**config.mk**
```make
export PLATFORM = sky130hd
export DESIGN_NAME = sch_wide_mul
export DESIGN_NICKNAME = d
export VERILOG_FILES = /design/src/design/sch_wide_mul.sv
export SDC_FILE = /design/constraint.sdc
export NUM_CORES = 2
export LEC_CHECK = 0
export BUFFER_PORTS_ARGS = -buffer_cell sky130_fd_sc_hd__buf_4
export CAP_MARGIN = 10
export CORE_UTILIZATION = 30
export CTS_BUF_LIST = sky130_fd_sc_hd__clkbuf_8
export DETAILED_ROUTE_END_ITERATION = 16
export PLACE_DENSITY = 0.44
export SLEW_MARGIN = 20
export SYNTH_ARGS = -nofsm -noshare
export SYNTH_HDL_FRONTEND = slang
export SYNTH_SLANG_ARGS = --single-unit
```
**constraint.sdc**
```tcl
create_clock -name clk -period 19.2 [get_ports clk]
set_clock_uncertainty 0.2 [all_clocks]
set_input_delay 4.8 -clock clk [delete_from_list [all_inputs] [get_ports clk]]
set_output_delay 4.8 -clock clk [all_outputs]
set_load 0.01 [all_outputs]
```
**src/design/sch_wide_mul.sv**
```systemverilog
// Two-stage unsigned multiplier built from four half-width partial products.
// No package dependencies.
module sch_wide_mul #(
	parameter int MW = 35
) (
	input  logic            clk,
	input  logic [MW-1:0]   x,
	input  logic [MW-1:0]   y,
	output logic [2*MW-1:0] prod_s2
);

	localparam int LO = (MW + 1) / 2;
	localparam int HI = MW - LO;
	localparam int PW = 2 * MW;

	logic [2*LO-1:0]  p00_s1;
	logic [LO+HI-1:0] p01_s1, p10_s1;
	logic [2*HI-1:0]  p11_s1;

	always_ff @(posedge clk) begin
		p00_s1  <= x[LO-1:0] * y[LO-1:0];
		p01_s1  <= x[LO-1:0] * y[MW-1:LO];
		p10_s1  <= x[MW-1:LO] * y[LO-1:0];
		p11_s1  <= x[MW-1:LO] * y[MW-1:LO];
		prod_s2 <= (PW'(p11_s1) << (2*LO)) + ((PW'(p01_s1) + PW'(p10_s1)) << LO)
			+ PW'(p00_s1);
	end

endmodule

```
==> results by group <==
Run status
  – Status: finished clean

STA
  – Fin. Hold Viols: 0
  – Slew Viols, Final: 0
  – # setup viols final: 0
  – Fmax: 0.0924 GHz
  – TNS Setup: 0 ns
  – RSZ-0062 raised after global routing: no
  – Rel. slew slack: 0.298
  – Fin crit share: 0.564
  – Worst slew pin tran: 1.05 ns
  – Period minus WS final: 10.83 ns

Placement
  – Area after DPL: 50,500 µm²
  – Routability congestion estimate: 0.811
  – DP HPWL: 110,000 µm
  – Dpl cells: 7,305
  – Number of I/O port buffers: 140

Worst hold path
  – Worst min-delay path category: reg -> reg

GRT
  – GRT Overall Usage: 0.191
  – Largest net degree at the start of global routing: 36
  – Vias in the first global route: 38,600
  – Overflow after GRT: 0
  – Initial antenna violation count: 15
  – First-pass GRT wire length: 234,000 µm

Layout
  – Util after Layout: 0.329
  – Synthesis-to-layout area growth: 8.32%
  – Share of layout cells above drive strength 1: 0.0484
  – Nets: 6,834
  – Non-filler instance count after layout: 7,399
  – Design Area, Final: 51,600 µm²

Routing
  – DR iter-0 viols: 1,592
  – First-pass DRT Iterations: 5
  – Drt total wl: 149,000 µm
  – Vias: 34,900
  – Final ANT Viol Nets: 0
  – Drt via density: 4.72
  – DRC violations left: 0
  – Wire per inst: 20.2 µm

Clocking
  – Postcts setup bufs: 0
  – # clock sinks: 210
  – Clock latency at the later pin of the worst-skew pair: 0.72 ns
  – Clock buffer depth: 3
  – CTS Hold Bufs: 0
  – CTS tree: built
  – Post_cts resized: 0
  – Clk pin slew, worst setup/hold paths: 0.06 ns
  – CTS Root Cell: clkbuf_8
  – CTS buffer count: 47
  – Max H-tree Level: 2

Yosys
  – Largest area contributor in the netlist: fa_1
  – Number of distinct library cells after synthesis: 77
  – Cell with the most instances after synthesis: inv_1
  – Synth Register Bits: 210
  – Synth Flop Type: dfxtp_1
  – EDFF count, synth: 0
  – Synth Instances: 5,331
  – Top-area cell type share of the netlist area: 0.403
  – Async set or reset register ratio after synthesis: 0
  – Mean Syn Cell Area: 8.94 µm²
  – Syn Nets: 6,869
  – Yosys Warn Count: 0
  – Register area share after synthesis: 0.0882
  – Synth top area cells: fa_1 (40%), ha_1 (13%), inv_1 (8.9%)
  – Post-synth top cells: inv_1 (1,126), fa_1 (960), nand2_1 (793)
  – Mapped Area: 47,700 µm²

Floorplanning
  – Die Span Y: 401 µm
  – Core Area: 157,000 µm²
  – IO Pins: 141
  – Initial Util: 0.304
  – Die width: 401 µm
  – Row cnt: 145
  – Die ar.: 160,000 µm²

Worst setup path
  – Arrival time worst endpoint: 11.19 ns
  – CP Cell Sequence: buf_4 > nand2_1 > fa_1 > fa_1 > inv_1 > fa_1 > fa_1 > fa_1 > inv_1 > fa_1 > inv_1 > ha_1 > nand4_1 > o31ai_1 > a2111oi_2 > o31ai_1 > a31oi_1 > o21ai_1 > a21oi_1 > xnor2_1
  – Critical path type: in -> reg
  – Cell repeated most along the worst path: fa_1
  – Slowest cell on crit path: o31ai_1
  – Max incr delay on CP: 0.70 ns
  – Crit. End Element: flip-flop
  – Crit path max fanout: 35
  – Kind of start point of the critical path: input port
  – CP Data Required Time: 19.57 ns

Run
  – Max_cap viols: 0
path summary, 6_finish.rpt:
| kind | from | endpoint | slack [ns] | cells past startpoint |
|---|---|---|---|---|
| worst min-delay path | p00_s1[2]$_DFF_P_ | prod_s2[2]$_DFF_P_ | 0.12 | 0 |
| worst max-delay path | y[20] | p01_s1[33]$_DFF_P_ | 8.37 | 20 |
| worst max register to register | p01_s1[19]$_DFF_P_ | prod_s2[69]$_DFF_P_ | 13.04 | 18 |
| worst min register to register | p00_s1[2]$_DFF_P_ | prod_s2[2]$_DFF_P_ | 0.12 | 0 |
state kept, by name (all words and copies together) (netlist names):
signal,cells
p11_s1,34
p01_s1,35
p00_s1,36
prod_s2,70
p10_s1,35
cell type report:
type	count	area [µm²]
Antenna cell	7	17.5
Clock buffer	60	826
Clock inverter	27	314
Fill cell	16600	105000
Inverter	1126	4230
Multi-Input combinational cell	3763	38300
Sequential cell	210	4200
Tap cell	2058	2570
Timing Repair Buffer	148	1110
per-layer routing:
| metal | GRT usage | wire, µm | vias up |
|---|---|---|---|
| met3 | 0.0192 | 6420 | 135 |
| met2 | 0.324 | 70700 | 703 |
| met4 | 0.0357 | 2540 | 6 |
| met5 | 0 | 35 | - |
| li1 | - | - | 16000 |
| met1 | 0.263 | 69400 | 18100 |
cells by family after synthesis:
logic type / synth area share
compound gates: 0.0703
buf+inv: 0.107
fa+ha+maj: 0.536
simple gates: 0.163
xor+xnor: 0.0344
mux: 0.000420
flops: 0.0882
placed cells by master, fill, tap and decap left out, types with 18 or more instances in the layout:
cell,netlist,final
inv_1,1126,1136
fa_1,960,960
nand2_1,793,793
and2_1,531,531
ha_1,507,507
dfxtp_1,210,210
buf_4,0,148
a21oi_1,140,140
xnor2_1,122,122
nor2_1,111,111
a21o_1,90,90
xor2_1,65,65
o21ai_0,64,64
clkbuf_8,0,60
nand3_1,42,42
o21a_1,29,29
nor3_1,29,29
o21bai_1,22,22
nor2b_1,20,20
nand2b_1,18,18
worst max-delay path, delay by kind of cell:
family | cells | cell delay (ns)
AO/OA/AOI/OAI | 6 | 1.74
XOR/XNOR | 1 | 0.32
buffers and inverters | 4 | 0.58
adder cells (fa/ha/maj) | 7 | 3.38
AND/OR/NAND/NOR | 2 | 0.28
per-stage QoR:
stage | hold slack, ns | worst slack, ns
floorplan | 0.110 | 8.46
global placement | 0.110 | 7.58
detailed placement | 0.112 | 7.68
CTS | 0.125 | 8.42
global route | 0.131 | 8.01
finish | 0.125 | 8.37
Power is not shown: default switching activity piles up to over one toggle a cycle in this logic, so the estimate is an artifact.
